File: src/hdl/ess_pkg.sv
// Shared types, codes and constants of the escape sequence splitter.
package ess_pkg;

  localparam logic [15:0] MaxTextLen = 16'd65535;

  localparam logic [15:0] ChEsc      = 16'h001b;
  localparam logic [15:0] ChParOpen  = 16'h0028;
  localparam logic [15:0] ChSqOpen   = 16'h005b;
  localparam logic [15:0] ChBrOpen   = 16'h007b;
  localparam logic [15:0] ChAngOpen  = 16'h003c;
  localparam logic [15:0] ChTail     = 16'h0054;
  localparam logic [7:0]  ChParClose = 8'h29;
  localparam logic [7:0]  ChSqClose  = 8'h5d;
  localparam logic [7:0]  ChBrClose  = 8'h7d;
  localparam logic [7:0]  ChAngClose = 8'h3e;

  localparam int unsigned QueueDepth = 4;
  localparam int unsigned QueuePtrW  = $clog2(QueueDepth);
  localparam int unsigned QueueCntW  = $clog2(QueueDepth + 1);

  typedef enum logic [1:0] {
    KindPlain  = 2'd0,
    KindEscape = 2'd1,
    KindEcho   = 2'd2
  } kind_e;

  typedef enum logic [1:0] {
    ModePlain   = 2'd0,
    ModeSelect  = 2'd1,
    ModeBracket = 2'd2,
    ModeTail    = 2'd3
  } mode_e;

  typedef struct packed {
    logic [15:0] code_unit;
    logic        last_unit;
  } in_item_t;

  typedef struct packed {
    kind_e       kind;
    logic [15:0] range_begin;
    logic [15:0] range_end;
    logic [15:0] plain_unit;
    logic        overflow;
    logic        last_result;
  } out_item_t;

  // Results caused by one code unit; first is always valid when queued.
  typedef struct packed {
    logic      two;
    out_item_t first;
    out_item_t second;
  } entry_t;

  function automatic out_item_t mk_item(kind_e k, logic [15:0] b, logic [15:0] e,
                                        logic [15:0] u, logic ovf);
    out_item_t r;
    r.kind        = k;
    r.range_begin = b;
    r.range_end   = e;
    r.plain_unit  = u;
    r.overflow    = ovf;
    r.last_result = 1'b0;
    return r;
  endfunction

endpackage

File: src/hdl/ess_front.sv
// Front end: scan state machine that classifies each code unit into result entries.
module ess_front (
  input  logic              clk_i,
  input  logic              rst_ni,
  input  logic              in_valid_i,
  output logic              in_ready_o,
  input  ess_pkg::in_item_t in_item_i,
  input  logic              q_full_i,
  output logic              q_push_o,
  output ess_pkg::entry_t   q_entry_o
);
  import ess_pkg::*;

  mode_e       mode_q, mode_d;
  logic [15:0] pos_q, pos_d;
  logic [7:0]  closer_q, closer_d;
  logic [15:0] pstart_q, pstart_d;
  logic [15:0] estart_q, estart_d;
  logic        ovf_q, ovf_d;

  logic        accept;
  logic        have_first;
  logic        ovf_hit;
  logic        ovf_now;
  logic [15:0] p;
  logic [15:0] nxt;
  logic [15:0] u;
  entry_t      ent;

  assign in_ready_o = !q_full_i;
  assign accept     = in_valid_i && in_ready_o;
  assign q_push_o   = accept && have_first;
  assign q_entry_o  = ent;

  always_comb begin
    u       = in_item_i.code_unit;
    p       = pos_q;
    ovf_hit = (p >= MaxTextLen);
    ovf_now = ovf_q || ovf_hit;
    nxt     = ovf_hit ? MaxTextLen : p + 16'd1;

    mode_d     = mode_q;
    pos_d      = pos_q;
    closer_d   = closer_q;
    pstart_d   = pstart_q;
    estart_d   = estart_q;
    ovf_d      = ovf_now;
    have_first = 1'b0;
    ent        = '0;

    unique case (mode_q)
      ModePlain: begin
        if (u == ChEsc) begin
          if (pstart_q < p) begin
            have_first = 1'b1;
            ent.first  = mk_item(KindPlain, pstart_q, p, 16'd0, ovf_now);
          end
          estart_d = nxt;
          mode_d   = ModeSelect;
          if (in_item_i.last_unit) begin
            if (have_first) begin
              ent.two    = 1'b1;
              ent.second = mk_item(KindEscape, nxt, nxt, 16'd0, ovf_now);
            end else begin
              have_first = 1'b1;
              ent.first  = mk_item(KindEscape, nxt, nxt, 16'd0, ovf_now);
            end
          end
        end else begin
          have_first = 1'b1;
          ent.first  = mk_item(KindEcho, 16'd0, 16'd0, u, ovf_now);
          if (in_item_i.last_unit) begin
            ent.two    = 1'b1;
            ent.second = mk_item(KindPlain, pstart_q, nxt, 16'd0, ovf_now);
          end
        end
      end
      ModeSelect: begin
        if (u == ChParOpen || u == ChSqOpen || u == ChBrOpen || u == ChAngOpen) begin
          closer_d = (u == ChParOpen) ? ChParClose :
                     (u == ChSqOpen)  ? ChSqClose  :
                     (u == ChBrOpen)  ? ChBrClose  : ChAngClose;
          mode_d   = ModeBracket;
          if (in_item_i.last_unit) begin
            have_first = 1'b1;
            ent.first  = mk_item(KindEscape, estart_q, nxt, 16'd0, ovf_now);
          end
        end else if (u == ChTail) begin
          mode_d = ModeTail;
          if (in_item_i.last_unit) begin
            have_first = 1'b1;
            ent.first  = mk_item(KindEscape, estart_q, nxt, 16'd0, ovf_now);
          end
        end else begin
          have_first = 1'b1;
          ent.first  = mk_item(KindEscape, estart_q, nxt, 16'd0, ovf_now);
          mode_d     = ModePlain;
          pstart_d   = nxt;
        end
      end
      ModeBracket: begin
        if (u == {8'd0, closer_q}) begin
          have_first = 1'b1;
          ent.first  = mk_item(KindEscape, estart_q, nxt, 16'd0, ovf_now);
          mode_d     = ModePlain;
          pstart_d   = nxt;
        end else if (in_item_i.last_unit) begin
          have_first = 1'b1;
          ent.first  = mk_item(KindEscape, estart_q, nxt, 16'd0, ovf_now);
        end
      end
      ModeTail: begin
        have_first = 1'b1;
        ent.first  = mk_item(KindEscape, estart_q, nxt, 16'd0, ovf_now);
        mode_d     = ModePlain;
        pstart_d   = nxt;
      end
      default: begin
        mode_d = ModePlain;
      end
    endcase

    if (ent.two) begin
      ent.second.last_result = 1'b1;
    end else begin
      ent.first.last_result = 1'b1;
    end

    if (in_item_i.last_unit) begin
      mode_d   = ModePlain;
      pos_d    = 16'd0;
      closer_d = 8'd0;
      pstart_d = 16'd0;
      estart_d = 16'd0;
      ovf_d    = 1'b0;
    end else begin
      pos_d = nxt;
    end
  end

  always_ff @(posedge clk_i or negedge rst_ni) begin
    if (!rst_ni) begin
      mode_q   <= ModePlain;
      pos_q    <= 16'd0;
      closer_q <= 8'd0;
      pstart_q <= 16'd0;
      estart_q <= 16'd0;
      ovf_q    <= 1'b0;
    end else if (accept) begin
      mode_q   <= mode_d;
      pos_q    <= pos_d;
      closer_q <= closer_d;
      pstart_q <= pstart_d;
      estart_q <= estart_d;
      ovf_q    <= ovf_d;
    end
  end

endmodule

File: src/hdl/ess_queue.sv
// Short result-entry queue between the front and back ends.
module ess_queue (
  input  logic            clk_i,
  input  logic            rst_ni,
  input  logic            push_i,
  input  ess_pkg::entry_t push_entry_i,
  output logic            full_o,
  input  logic            pop_i,
  output logic            empty_o,
  output ess_pkg::entry_t pop_entry_o
);
  import ess_pkg::*;

  entry_t                 mem_q [QueueDepth];
  logic [QueuePtrW-1:0]   wr_q, wr_d;
  logic [QueuePtrW-1:0]   rd_q, rd_d;
  logic [QueueCntW-1:0]   cnt_q, cnt_d;
  logic                   do_push;
  logic                   do_pop;

  assign full_o      = (cnt_q == QueueCntW'(QueueDepth));
  assign empty_o     = (cnt_q == '0);
  assign do_push     = push_i && !full_o;
  assign do_pop      = pop_i && !empty_o;
  assign pop_entry_o = mem_q[rd_q];

  always_comb begin
    wr_d  = do_push ? wr_q + 1'b1 : wr_q;
    rd_d  = do_pop ? rd_q + 1'b1 : rd_q;
    cnt_d = cnt_q;
    if (do_push && !do_pop) begin
      cnt_d = cnt_q + 1'b1;
    end else if (do_pop && !do_push) begin
      cnt_d = cnt_q - 1'b1;
    end
  end

  always_ff @(posedge clk_i) begin
    if (do_push) begin
      mem_q[wr_q] <= push_entry_i;
    end
  end

  always_ff @(posedge clk_i or negedge rst_ni) begin
    if (!rst_ni) begin
      wr_q  <= '0;
      rd_q  <= '0;
      cnt_q <= '0;
    end else begin
      wr_q  <= wr_d;
      rd_q  <= rd_d;
      cnt_q <= cnt_d;
    end
  end

endmodule

File: src/hdl/ess_back.sv
// Back end: output register that delivers the results of each entry in order.
module ess_back (
  input  logic               clk_i,
  input  logic               rst_ni,
  input  logic               q_empty_i,
  input  ess_pkg::entry_t    q_entry_i,
  output logic               q_pop_o,
  output logic               out_valid_o,
  input  logic               out_ready_i,
  output ess_pkg::out_item_t out_item_o
);
  import ess_pkg::*;

  entry_t cur_q;
  logic   sel_q;
  logic   valid_q;
  logic   xfer;
  logic   done;
  logic   load;

  assign xfer        = valid_q && out_ready_i;
  assign done        = xfer && (sel_q || !cur_q.two);
  assign load        = !valid_q || done;
  assign q_pop_o     = load && !q_empty_i;
  assign out_valid_o = valid_q;
  assign out_item_o  = sel_q ? cur_q.second : cur_q.first;

  always_ff @(posedge clk_i) begin
    if (q_pop_o) begin
      cur_q <= q_entry_i;
    end
  end

  always_ff @(posedge clk_i or negedge rst_ni) begin
    if (!rst_ni) begin
      valid_q <= 1'b0;
      sel_q   <= 1'b0;
    end else if (load) begin
      valid_q <= !q_empty_i;
      sel_q   <= 1'b0;
    end else if (xfer) begin
      sel_q <= 1'b1;
    end
  end

endmodule

File: src/hdl/escape_sequence_splitter_unit.sv
// Top level of the escape sequence splitter: front end, entry queue, back end.
// The first result of a code unit passes through the entry queue and then the output register
// before its earliest transaction.
// Throughput: one code unit per cycle while the entry queue is not full; a unit causing two results
// holds the output port for both of them, and the four-entry queue absorbs the difference.
// Reset: rst_ni clears scan state, queue and output register asynchronously.
module escape_sequence_splitter_unit (
  input  logic               clk_i,
  input  logic               rst_ni,
  input  logic               in_valid_i,
  output logic               in_ready_o,
  input  ess_pkg::in_item_t  in_item_i,
  output logic               out_valid_o,
  input  logic               out_ready_i,
  output ess_pkg::out_item_t out_item_o
);
  import ess_pkg::*;

  logic   q_full;
  logic   q_push;
  logic   q_pop;
  logic   q_empty;
  entry_t push_entry;
  entry_t pop_entry;

  ess_front u_front (
    .clk_i      (clk_i),
    .rst_ni     (rst_ni),
    .in_valid_i (in_valid_i),
    .in_ready_o (in_ready_o),
    .in_item_i  (in_item_i),
    .q_full_i   (q_full),
    .q_push_o   (q_push),
    .q_entry_o  (push_entry)
  );

  ess_queue u_queue (
    .clk_i        (clk_i),
    .rst_ni       (rst_ni),
    .push_i       (q_push),
    .push_entry_i (push_entry),
    .full_o       (q_full),
    .pop_i        (q_pop),
    .empty_o      (q_empty),
    .pop_entry_o  (pop_entry)
  );

  ess_back u_back (
    .clk_i       (clk_i),
    .rst_ni      (rst_ni),
    .q_empty_i   (q_empty),
    .q_entry_i   (pop_entry),
    .q_pop_o     (q_pop),
    .out_valid_o (out_valid_o),
    .out_ready_i (out_ready_i),
    .out_item_o  (out_item_o)
  );

endmodule

File: config.mk
export PLATFORM = sky130hd
export DESIGN_NAME = escape_sequence_splitter_unit
export DESIGN_NICKNAME = d
export VERILOG_FILES = /design/src/hdl/ess_pkg.sv /design/src/hdl/ess_front.sv /design/src/hdl/ess_queue.sv /design/src/hdl/ess_back.sv /design/src/hdl/escape_sequence_splitter_unit.sv
export SDC_FILE = /design/constraint.sdc
export NUM_CORES = 1
export LEC_CHECK = 0
export ABC_CLOCK_PERIOD_IN_PS = 4700
export BUFFER_PORTS_ARGS = -buffer_cell sky130_fd_sc_hd__clkbuf_2
export CORE_MARGIN = 10
export CORE_UTILIZATION = 56
export CTS_BUF_LIST = sky130_fd_sc_hd__clkbuf_4 sky130_fd_sc_hd__clkbuf_8 sky130_fd_sc_hd__clkbuf_16
export DETAILED_ROUTE_END_ITERATION = 10
export HOLD_SLACK_MARGIN = 0.03
export PLACE_DENSITY = 0.74
export SLEW_MARGIN = 10
export SYNTH_ARGS = -nofsm -noshare
export SYNTH_HDL_FRONTEND = slang
export SYNTH_SLANG_ARGS = --single-unit
File: constraint.sdc
create_clock -name clk_i -period 4.7 [get_ports clk_i]
set_clock_uncertainty 0.2 [all_clocks]
set_input_delay 0.705 -clock clk_i [delete_from_list [all_inputs] [get_ports clk_i]]
set_output_delay 0.705 -clock clk_i [all_outputs]
set_load 0.005 [all_outputs]
* After elaboration in Yosys (flattened, before gate mapping)
Memories as Yosys holds them, arrays and structs flattened. A register that Yosys moved wholly into a read port is not among the register bits.
Index checks and enable logic that the tools add are counted.
Widths: inputs -> output; s select.
** Operators by class
- Add/subtract/negate cells :: 5
- $mul :: 0
- Div/mod/pow operators :: 0
- Magnitude comparators :: 2
- Equal/unequal tests :: 15
- Shifts and indexed selects :: 0
- Muxes and demuxes :: 56
- Bitwise gates (word level) :: 0
- Reductions and logical operators :: 34
** Operators by type and width (count)
- $mux 51 :: 5
- $mux 105 :: 2
- $pmux 52 s4 :: 1
- $mux 52 :: 3
- $mux 16 :: 9
- $mux 50 :: 2
- $eq 16x7->1 const B :: 3
- $pmux 16 s3 :: 1
- $mux 8 :: 5
- $eq 16x6->1 const B :: 2
- $mux 1 :: 18
- $add 16x1->16 const B :: 1
- $eq 16x5->1 const B :: 1
- $eq 16x8->1 :: 1
- $ge 16x16->1 const B :: 1
- $lt 16x16->1 :: 1
- $reduce_bool 2->1 :: 6
- $mux 2 :: 5
- $logic_and 1x1->1 :: 9
- $reduce_and 3->1 :: 3
- $pmux 2 s4 :: 1
- $mux 7 :: 1
- $logic_not 1->1 :: 6
- $logic_or 1x1->1 :: 6
- other kinds (14) :: 19
** Word-level totals
- Flip-flop bits (word level) :: 68
- Bits in latches :: 0
- RAM bits :: 420
- Memory bits (read-only) :: 0
- Bits of input ports :: 21
- Logic and storage cells :: 124
- Memories kept :: 1
** Memory list
- u_queue.mem_q :: words 4, width 105, read ports 1, clocked after memory_dff 1, wr ports 1, line ess_queue.sv:14 : entry_t mem_q [QueueDepth];

* Longest topological paths before layout
Gate-level depths: netlist of run 1.
- Word-level depth :: 13
- Gate-level depth with buffers :: 14

* By module
A second synthesis of run 1 with hierarchy kept.
** Unflattened totals
- Cells, all modules :: 1379
- Area, all modules :: 24302.1 µm²
** By module, submodules not included
- ess_queue :: instances 1, cells an instance 585, area each 15543.7 µm², sequential area each 12787.3 µm²
- ess_front :: instances 1, cells an instance 622, area each 4888.4 µm², sequential area each 1426.4 µm²
- ess_back :: instances 1, cells an instance 172, area each 3870.0 µm², sequential area each 3203.1 µm²

* Least setup slack after synthesis of run 1
OpenSTA, ideal clock, no wires.
- Path kind :: input-to-reg
- From :: in in_item_i[5] (netlist name)
- To :: mem u_queue.mem_q[0][0] (netlist name) (enable)
- Library setup time :: 0.455 ns
- Arrival time :: 3.998 ns
- Required time :: 4.045 ns
- Setup slack :: 0.046 ns
- Stages on the path :: 7
- Path buffers :: 1
- Cell sequence :: buf_2 -> or3_1 -> a211oi_1 -> a311oi_1 -> nand2_1 -> o311a_2 -> and2_1
** On the way
- Cells in the longest elaborated chain, start to end :: 10
- Elaborated cells on any way between the ends :: 19
- Those cells by class :: eq/ne (7); mux (7); reduce/logical (5)
** RTL lines
- start, declared :: line escape_sequence_splitter_unit.sv:12 : input ess_pkg::in_item_t in_item_i,
- $eq 16x6->1 or $eq 16x7->1 (tied branches) :: line ess_front.sv:79 : if (u == ChParOpen || u == ChSqOpen || u == ChBrOpen || u == ChAngOpen) begin
- $logic_or 1x1->1 (3 in series) :: line ess_front.sv:79
- $mux 1 :: line ess_front.sv:79
- $pmux 1 s4 * :: line ess_front.sv:51 : unique case (mode_q)
- $logic_and 1x1->1 * :: line ess_front.sv:32 : assign q_push_o = accept && have_first;
- $logic_and 1x1->1 * :: line ess_queue.sv:23 : assign do_push = push_i && !full_o;
- via u_queue.do_push :: line ess_queue.sv:18 : logic do_push;
- $mux 1 * :: line ess_queue.sv:39 : if (do_push) begin
- $mux 1 (not written as such) * :: line ess_queue.sv:40 : mem_q[wr_q] <= push_entry_i;
- end, declared :: line ess_queue.sv:14
Mark *: on every way through the listed nets, which the timed path passes. The rest lies on a longest branch.

* Worst setup path in the final report of run 1
- From :: reg u_front.pos_q[1] (netlist: u_front.p[1])
- To :: mem u_queue.mem_q[3][59] (netlist name) (enable)
** On the way
- Cells in the longest elaborated chain, start to end :: 11
** RTL lines
- start, declared :: line ess_front.sv:15 : logic [15:0] pos_q, pos_d;
- start signal, assigned :: line ess_front.sv:151 : pos_q <= pos_d;
- $lt 16x16->1 :: line ess_front.sv:54 : if (pstart_q < p) begin
- $mux 1 :: line ess_front.sv:54
- $mux 1 :: line ess_front.sv:53 : if (u == ChEsc) begin
- $mux 1 :: line ess_front.sv:51
- $mux 1 :: line ess_front.sv:60 : if (in_item_i.last_unit) begin
- $mux 1 :: line ess_front.sv:53
- $pmux 1 s4 :: line ess_front.sv:51
- $logic_and 1x1->1 :: line ess_front.sv:32
- $logic_and 1x1->1 :: line ess_queue.sv:23
- via u_queue.do_push :: line ess_queue.sv:18
- $mux 1 :: line ess_queue.sv:39
- $mux 1 (not written as such) :: line ess_queue.sv:40
The timed path passes the listed nets, and every way through them passes these cells. The select of a mux whose other input is x is not followed.

==> impl_metrics.json, run 1 <==
{
  "syn_to_final_growth_pct": 12.4,
  "vias": 10929,
  "track_usage": 0.194,
  "maxCapViolCount": 0,
  "dr.first_iter.drc_count": 1063,
  "grt_pass1_wl_microns": 66600,
  "cts_resized": 0,
  "port_buffers": 74,
  "cts_made_buffers": 48,
  "netlist-cell-type-count": 71,
  "synth_top_area_share": 0.636,
  "synthArstFlopShare": 0.132,
  "p_per_area_mw_per_mm2": 585,
  "hold_viol": 0,
  "reg2reg_from": "u_front.p[1]",
  "cts.path.max_buffers": 3,
  "insertion_delay_ns": 0.58,
  "drc": 0,
  "postCtsSetupBuffers": 0,
  "cts-root-buf": "clkbuf_16",
  "num-fill-cells": 2544,
  "path_clk_slew_ns": 0.06,
  "die_w_microns": 211,
  "grt.overflow.total": 0,
  "post_dp_cell_area_sq_mm": 0.0215,
  "wl_met2_microns": 21600,
  "yosysWarningCount": 0,
  "hold_ws_ns": 0.197,
  "syn_inst": 1186,
  "final-max-slew-violation-count": 0,
  "cts_tree": "yes",
  "finalCritPeriodShare": 0.834,
  "dieArea_sq_mm": 0.0447,
  "crit_path_end_kind": "flop",
  "r2r-end": "u_queue.mem_q[3][59]",
  "post_drt_wl_per_cell_microns": 23.9,
  "post-route-min-period_ns": 3.92,
  "power.total_mw": 13.5,
  "final-seq-area_sq_mm": 0.0147,
  "drive_above_1_share": 0.263,
  "synth_seq_cells": 501,
  "num_antenna_cells": 0,
  "crit_arrival_ns": 3.99,
  "post-place-ws_ns": 0.803,
  "post-route-util": 0.635,
  "max_freq_mhz": 255,
  "r2r_setup_slack_ns": 0.78,
  "rows": 70,
  "start_kind": "flop",
  "viasPerCell": 6.13,
  "leakagePower_nw": 8.11,
  "synth_area_sq_mm": 0.0205,
  "yosysTopAreaCell": "edfxtp_1",
  "vdd_drop_max_mv": 0.943,
  "min_from": "out_ready_i",
  "firstDrtPassIters": 5,
  "top_layer": "met4",
  "synthesis.nets": 1229,
  "status": "complete, no violations",
  "stdcell_area_sq_mm": 0.0231,
  "synth.top_cells.by_area": "edfxtp_1 (64%), mux4_2 (9.5%), dfrtp_1 (8.0%)",
  "instances_no_fill": 1782,
  "multi_input_area_sq_mm": 0.00540,
  "cp_data_required_time_ns": 4.77,
  "htreeDepth": 2,
  "hpwlAfterDp_microns": 26800,
  "cts_hold_buf": 1,
  "wl_microns": 42600,
  "synth_seq_area_share": 0.717,
  "fin_nets": 1319,
  "met1_length_microns": 17100,
  "grt_max_degree": 73,
  "antenna_left": 0,
  "hp-class": "in -> reg",
  "initial_core_util": 0.565,
  "grt_pass1_vias": 11205,
  "hold_path_depth": 3,
  "hold_path_end": "u_back.sel_q",
  "rr_worst_depth": 8,
  "finalWorstSetupSlack_ns": 0.780,
  "maxSlewHeadroom": 0.174,
  "path_max_fanout": 36,
  "core_area_sq_mm": 0.0363,
  "gp_congestion": 0.928,
  "finalSetupTns_ns": 0,
  "syn_avg_cell_area_sq_um": 17.3,
  "ys_dominant_reg_cell": "edfxtp_1",
  "setup_viol": 0,
  "clock-sinks": 501,
  "synth_edf_count": 435,
  "wl_met3_microns": 2870,
  "rsz0062_at_grt": "false",
  "crit_type": "reg -> reg",
  "boundaryPins": 75,
  "dp.cells": 1693,
  "antenna_found_initial": 0,
  "worst_pin_slew_ns": 1.24,
  "die_y_microns": 211
}
Yosys cell counts (8+ instances only):
cell type and instances:
and3_1 16, nor3_1 11, a22oi_1 9, edfxtp_1 435
o21ai_0 21, and2_1 12, o221ai_1 10, clkbuf_1 44
nor2b_1 21, o22ai_1 16, mux4_2 87, nand3_1 19
inv_1 39, dfrtp_1 66, or3_1 11, buf_1 9
xnor2_1 8, nor2_1 54, a21oi_1 30, ha_1 21
buf_2 11, mux2_1 17, xor2_1 9, mux2_2 50
nand2_1 68, o31ai_1 17
logic make-up (layout without fill, tap and decap cells):
logic type               count (synthesis)  after routing  share of synthesized area
multiplexers                           158            158                      0.134
flip-flops                             501            501                      0.717
AND/OR/NAND/NOR                        242            242                     0.0597
XOR/XNOR                                17             17                    0.00725
buffers and inverters                  106            234                     0.0208
adder cells (fa/ha/maj)                 22             22                     0.0138
AO/OA/AOI/OAI                          140            140                     0.0474
worst max path at each step:
stage	slack, ns	end	startpoint	cells past startpoint
2_1_floorplan	0.05	u_queue.mem_q[0][0]	in_item_i[5]	7
3_3_place_gp	0.82	u_queue.mem_q[2][21]	in_item_i[10]	6
3_5_place_dp	0.80	u_queue.mem_q[3][18]	in_item_i[10]	6
4_1_cts	0.83	u_queue.mem_q[3][0]	u_front.p[1]	8
5_1_grt	0.58	u_queue.mem_q[3][55]	u_front.p[1]	8
6_report	0.78	u_queue.mem_q[3][59]	u_front.p[1]	8
per-layer routing:
layer | vias up | GRT usage
li1 | 4843 | -
met1 | 5597 | 0.253
met2 | 411 | 0.327
met3 | 78 | 0.0350
met4 | 0 | 0.0610
met5 | - | 0
power by group:
part / internal, mW / leakage (nW) / total [mW] / switching, mW
Combinational: 1.47 / 2.26 / 3.15 / 1.68
Clock: 2.17 / 0.787 / 3.72 / 1.55
Sequential: 6.12 / 5.06 / 6.63 / 0.509
flip-flops by register name (all words and copies together), names as in the netlist:
name	count
u_queue.mem_q	348
u_back.cur_q	87
u_front.estart_q	16
u_front.p	16
u_front.pstart_q	16
u_front.closer_q	6
u_queue.cnt_q	3
u_front.mode_q	2
u_queue.rd_q	2
u_queue.wr_q	2
u_back.out_valid_o	1
u_back.sel_q	1
u_front.ovf_q	1
critical path, stage by stage, from the launching register on:
cell	delay [ns]
dfrtp_1	0.44
inv_1	0.09
ha_1	0.30
a2111oi_0	0.44
o32a_1	0.36
and2_1	0.44
o311a_2	0.33
and2_4	0.63
buf_4	0.35
placed cells by master (no fill, tap or decap), types with 8 or more instances in the layout:
cell type,count
o22ai_1,16
and3_1,16
o221ai_1,10
clkbuf_16,49
mux2_1,17
a21oi_1,30
clkinv_2,9
nor2_1,54
dfrtp_1,63
inv_1,39
clkbuf_2,73
o21ai_0,21
a22oi_1,9
xor2_1,9
or3_1,11
nor3_1,11
nor2b_1,21
mux2_2,50
nand2_1,68
nand3_1,19
ha_1,21
clkbuf_4,18
xnor2_1,8
o31ai_1,17
mux4_2,87
and2_1,8
edfxtp_1,435
buf_4,26
cell type report:
cell class | count | area share
Multi-Input combinational cell | 579 | 0.234
Sequential cell | 501 | 0.638
Clock buffer | 73 | 0.0626
Timing Repair Buffer | 106 | 0.0293
Inverter | 40 | 0.00651
Tap cell | 468 | 0.0254
Clock inverter | 15 | 0.00407
(Power assumes the default switching activity.)
==> run 2: changes to the inputs <==
ABC_AREA = 1   (was default)
ABC_CLOCK_PERIOD_IN_PS = 3700   (was 4700)
CORE_UTILIZATION = 62   (was 56)
PLACE_DENSITY = 0.78   (was 0.74)
clock period = 3.7 ns   (was 4.7 ns; I/O delays follow)
==> impl_metrics.json, run 2 <==
{
  "cts-root-buf": "clkbuf_16",
  "maxSlewHeadroom": 0.325,
  "cts_made_buffers": 48,
  "p_per_area_mw_per_mm2": 804,
  "synth_seq_cells": 501,
  "antenna_found_initial": 0,
  "multi_input_area_sq_mm": 0.00584,
  "initial_core_util": 0.633,
  "yosysWarningCount": 0,
  "cts_tree": "yes",
  "synth.top_cells.by_area": "edfxtp_1 (61%), dfrtp_1 (7.7%), nand2_1 (6.9%)",
  "leakagePower_nw": 9.30,
  "synth_top_area_share": 0.611,
  "hold_viol": 0,
  "hpwlAfterDp_microns": 31600,
  "yosysTopAreaCell": "edfxtp_1",
  "top_register": "u_queue.mem_q",
  "vdd_drop_max_mv": 0.824,
  "num_antenna_cells": 0,
  "die_y_microns": 206,
  "grt_pass1_wl_microns": 79500,
  "netlist-cell-type-count": 43,
  "gp_congestion": 0.950,
  "synthesis.nets": 1974,
  "hp-class": "in -> reg",
  "instances_no_fill": 2479,
  "grt_max_degree": 176,
  "cp_data_required_time_ns": 3.95,
  "ys_dominant_reg_cell": "edfxtp_1",
  "path_buf_inv": 3,
  "rows": 67,
  "crit_type": "reg -> reg",
  "setup_viol": 0,
  "syn_avg_cell_area_sq_um": 11.1,
  "cts_hold_buf": 1,
  "crit_path_end_kind": "flop",
  "insertion_delay_ns": 0.57,
  "die_w_microns": 206,
  "final-max-slew-violation-count": 0,
  "syn_inst": 1931,
  "grt.overflow.total": 0,
  "dp.cells": 2389,
  "boundaryPins": 75,
  "rsz0062_at_grt": "false",
  "synth_area_sq_mm": 0.0214,
  "cp_top_family": "adder cells",
  "postCtsSetupBuffers": 0,
  "dr.first_iter.drc_count": 1576,
  "path_max_fanout": 7,
  "worst_pin_slew_ns": 1.01,
  "synth_edf_count": 435,
  "final_common_cell": "edfxtp_1",
  "drc": 0,
  "clock-sinks": 501,
  "track_usage": 0.242,
  "core_area_sq_mm": 0.0338,
  "path_clk_slew_ns": 0.06,
  "wl_microns": 51500,
  "max_freq_mhz": 312,
  "syn_to_final_growth_pct": 11.6,
  "final-seq-area_sq_mm": 0.0147,
  "htreeDepth": 2,
  "fin_nets": 2035,
  "cts_resized": 0,
  "largest_register_ffs": 348,
  "vias": 14802,
  "viasPerCell": 5.97,
  "path_cells": "inv_1 > ha_1 > a21oi_1 > o21ai_0 > a21oi_1 > nand2_1 > nand2_2 > nand3_4 > inv_1 > ha_1 > inv_1 > fa_1 > a21oi_1 > o21ai_0 > xnor2_1",
  "crit_arrival_ns": 3.45,
  "synthArstFlopShare": 0.132,
  "final_cell_mix": "edfxtp_1 (435), nand2_1 (395), nor2_1 (292)",
  "dieArea_sq_mm": 0.0423,
  "post_drt_wl_per_cell_microns": 20.8,
  "antenna_left": 0,
  "maxCapViolCount": 0,
  "post-route-min-period_ns": 3.20,
  "synth.top_cells.by_count": "edfxtp_1 (435), nand2_1 (396), nor2_1 (297)",
  "finalCritPeriodShare": 0.865,
  "drive_above_1_share": 0.123,
  "port_buffers": 74,
  "critical-path-max-stage-delay_ns": 0.50,
  "synth_seq_area_share": 0.688,
  "num-fill-cells": 2267,
  "cts.path.max_buffers": 3,
  "slowest_stage": "dfrtp_1",
  "r2r_setup_slack_ns": 0.50,
  "synth_most_common_cell": "edfxtp_1",
  "firstDrtPassIters": 5,
  "grt_pass1_vias": 14059,
  "finalSetupTns_ns": 0,
  "start_kind": "flop",
  "status": "complete, no violations",
  "top_regs": "u_queue.mem_q x348, u_back.cur_q x87"
}
-- run 2: cell count changes in the layout (fill, tap and decap cells not counted), sizes merged, moves of 66 or more --
| cell | delta |
|---|---|
| inv | +71 |
| mux2 | -66 |
| mux4 | -87 |
| nand2 | +340 |
| nor2 | +251 |
| o21ai | +215 |
| o22ai | +75 |
-- run 2: final timing paths --
kind | startpoint | end | cells after the start
setup / recovery | u_front.p[11] | u_queue.cnt_q[2] | 15
hold / removal | out_ready_i | u_back.sel_q | 3
setup reg to reg | u_front.p[11] | u_queue.cnt_q[2] | 15
hold reg to reg | u_front.estart_q[3] | u_front.estart_q[3] | 2
max in group asynchronous | rst_ni | u_front.closer_q[1] | 4
min in group asynchronous | rst_ni | u_front.estart_q[4] | 2
-- run 2: cell families (layout without fill, tap and decap cells) --
kind of cell,count (synthesis),in the layout,share of synthesized area
AND/OR/NAND/NOR,801,801,0.155
AO/OA/AOI/OAI,381,381,0.0974
adder cells (fa/ha/maj),22,22,0.0132
XOR/XNOR,11,11,0.00450
buffers and inverters,214,314,0.0412
flip-flops,501,501,0.688
multiplexers,1,1,0.000526
-- run 2: through the flow --
step	hold slack, ns	instance area, sq um	utilization	setup WS (ns)	power (mW)
floorplan	0.0594	21400	-	0.00163	12.3
global placement	0.254	22300	0.660	0.557	14.2
detailed placement	0.263	22300	0.660	0.532	14.4
CTS	0.0474	23900	0.706	0.528	19.2
global route	0.0815	23900	0.706	0.305	20.2
finish	0.0720	23900	0.706	0.498	19.2
-- run 2: power breakdown --
| group | internal (mW) | switching [mW] |
|---|---|---|
| registers | 8.04 | 0.454 |
| clock network | 2.84 | 2.00 |
| logic | 1.69 | 4.17 |
| total | 12.6 | 6.63 |
-- run 2: routing by layer --
layer	up-vias	GRT usage	part of all wire
li1	6834	-	-
met1	7149	0.342	0.41
met2	727	0.382	0.47
met3	92	0.0426	0.095
met4	0	0.0701	0.020
met5	-	0	0
-- run 2: area by class of cell --
| type | instances | area share |
|---|---|---|
| Sequential cell | 501 | 0.617 |
| Multi-Input combinational cell | 1216 | 0.245 |
| Clock buffer | 65 | 0.0567 |
| Timing Repair Buffer | 112 | 0.0312 |
| Tap cell | 448 | 0.0235 |
| Inverter | 113 | 0.0182 |
| Clock inverter | 24 | 0.00881 |
-- run 2: worst reg2reg max path, delay by kind of cell, from the launching register on --
family,cells,cell delay [ns]
compound gates,5,0.70
xor+xnor,1,0.14
fa+ha+maj,3,0.84
buf+inv,3,0.28
flops,1,0.50
simple gates,3,0.43
==> run 3: changes to the inputs <==
CORE_UTILIZATION = 40   (was 62)
PLACE_DENSITY = 0.52   (was 0.78)
==> impl_metrics.json, run 3 (synthesis results as in run 2) <==
{
  "rows": 84,
  "grt.overflow.total": 0,
  "post_dp_cell_area_sq_mm": 0.0228,
  "htreeDepth": 2,
  "firstDrtPassIters": 5,
  "final-max-slew-violation-count": 0,
  "vdd_drop_max_mv": 0.532,
  "cp_data_required_time_ns": 3.97,
  "r2r_setup_slack_ns": 0.41,
  "worstSetupStartpoint": "u_front.p[9]",
  "worst_pin_slew_ns": 0.936,
  "grt_pass1_vias": 14160,
  "hold_viol": 0,
  "gp_congestion": 0.924,
  "top_regs": "u_queue.mem_q x348, u_back.cur_q x87",
  "final_common_cell": "edfxtp_1",
  "crit_path_end_kind": "flop",
  "start_kind": "flop",
  "cts_tree": "yes",
  "port_buffers": 74,
  "num-fill-cells": 4815,
  "cts.path.max_buffers": 3,
  "cts_resized": 0,
  "grt_pass1_wl_microns": 86500,
  "wl_microns": 56300,
  "num_antenna_cells": 0,
  "hp-class": "in -> reg",
  "post_drt_wl_per_cell_microns": 20.5,
  "crit_path_end": "u_queue.cnt_q[2]",
  "die_w_microns": 251,
  "drive_above_1_share": 0.136,
  "path_clk_slew_ns": 0.06,
  "hold_path_depth": 3,
  "hpwlAfterDp_microns": 34400,
  "fin_nets": 2056,
  "r2r-end": "u_queue.cnt_q[2]",
  "path_max_fanout": 7,
  "grt_max_degree": 176,
  "maxCapViolCount": 0,
  "top_register": "u_queue.mem_q",
  "track_usage": 0.177,
  "crit_type": "reg -> reg",
  "max_freq_mhz": 304,
  "boundaryPins": 75,
  "postCtsSetupBuffers": 0,
  "min_from": "in_item_i[14]",
  "antenna_found_initial": 0,
  "cts_made_buffers": 53,
  "dr.first_iter.drc_count": 1189,
  "crit_arrival_ns": 3.57,
  "rr_worst_depth": 15,
  "leakagePower_nw": 9.49,
  "vias": 14415,
  "antenna_left": 0,
  "stdcell_area_sq_mm": 0.0245,
  "reg2reg_from": "u_front.p[9]",
  "initial_core_util": 0.405,
  "setup_viol": 0,
  "largest_register_ffs": 348,
  "p_per_area_mw_per_mm2": 805,
  "drc": 0,
  "maxSlewHeadroom": 0.376,
  "cts-root-buf": "clkbuf_16",
  "post-route-min-period_ns": 3.29,
  "die_y_microns": 251,
  "cts_hold_buf": 2,
  "finalSetupTns_ns": 0,
  "insertion_delay_ns": 0.59,
  "clock-sinks": 501,
  "dieArea_sq_mm": 0.0631,
  "final_cell_mix": "edfxtp_1 (435), nand2_1 (395), nor2_1 (292)",
  "finalCritPeriodShare": 0.890,
  "hold_ws_ns": 0.144,
  "power.total_mw": 19.7,
  "syn_to_final_growth_pct": 14.6,
  "rsz0062_at_grt": "false",
  "viasPerCell": 5.25,
  "core_area_sq_mm": 0.0528,
  "status": "complete, no violations"
}
[run 3: cell types whose count changed in the layout (fill, tap and decap cells not counted), sizes merged]
cell / change
clkbuf: +2
clkinv: +8
bufinv: -2
buf: +15
clkinvlp: +1
inv: +1
dlygate4sd3: +1
[run 3: per-stage QoR]
step / cells / util / worst slack (ns)
after floorplan: 1931 / - / 0.00163
after global placement: 2644 / 0.432 / 0.496
after detailed placement: 2644 / 0.432 / 0.491
after CTS: 2745 / 0.465 / 0.430
after global routing: 2745 / 0.465 / 0.186
final: 2745 / 0.465 / 0.408
[run 3: power by group]
part / internal, mW / total (mW) / switching [mW] / leakage [nW]
Combinational: 1.83 / 6.19 / 4.36 / 3.65
Sequential: 8.03 / 8.44 / 0.404 / 4.99
Clock: 2.95 / 5.11 / 2.16 / 0.856
[run 3: area by class of cell]
type                    instances  area [sq um]  area share
clock buffers                  67          1470      0.0598
clock inverters                32           220     0.00898
inverters                     113           434      0.0177
multi-input cells            1216          5840       0.238
flip-flops and latches        501         14700       0.601
well taps                     688           861      0.0351
repair buffers                128           968      0.0395
[run 3: metal layers]
layer	share of wire	wire length (microns)	track usage
met1	0.45	25400	0.238
met2	0.47	26400	0.288
met3	0.059	3350	0.0354
met4	0.020	1130	0.0445
met5	0	0	0
[run 3: critical path: stages (launching register included)]
cell,delay (ns)
dfrtp_1,0.44
inv_1,0.09
ha_1,0.32
a21oi_1,0.19
o21ai_0,0.12
a21oi_1,0.20
nand2_1,0.17
nand2_2,0.16
nand3_4,0.18
inv_1,0.11
ha_1,0.14
inv_1,0.07
fa_1,0.38
a21oi_1,0.15
o21ai_0,0.11
xnor2_1,0.14
[run 3: worst min path at each step]
stage                                 to  slack, ns
floorplan             u_back.out_valid_o       0.06
finish              u_queue.mem_q[2][67]       0.14
global placement     u_front.estart_q[4]       0.26
detailed placement   u_front.estart_q[8]       0.26
global route        u_queue.mem_q[3][62]       0.14
CTS                 u_queue.mem_q[2][67]       0.12
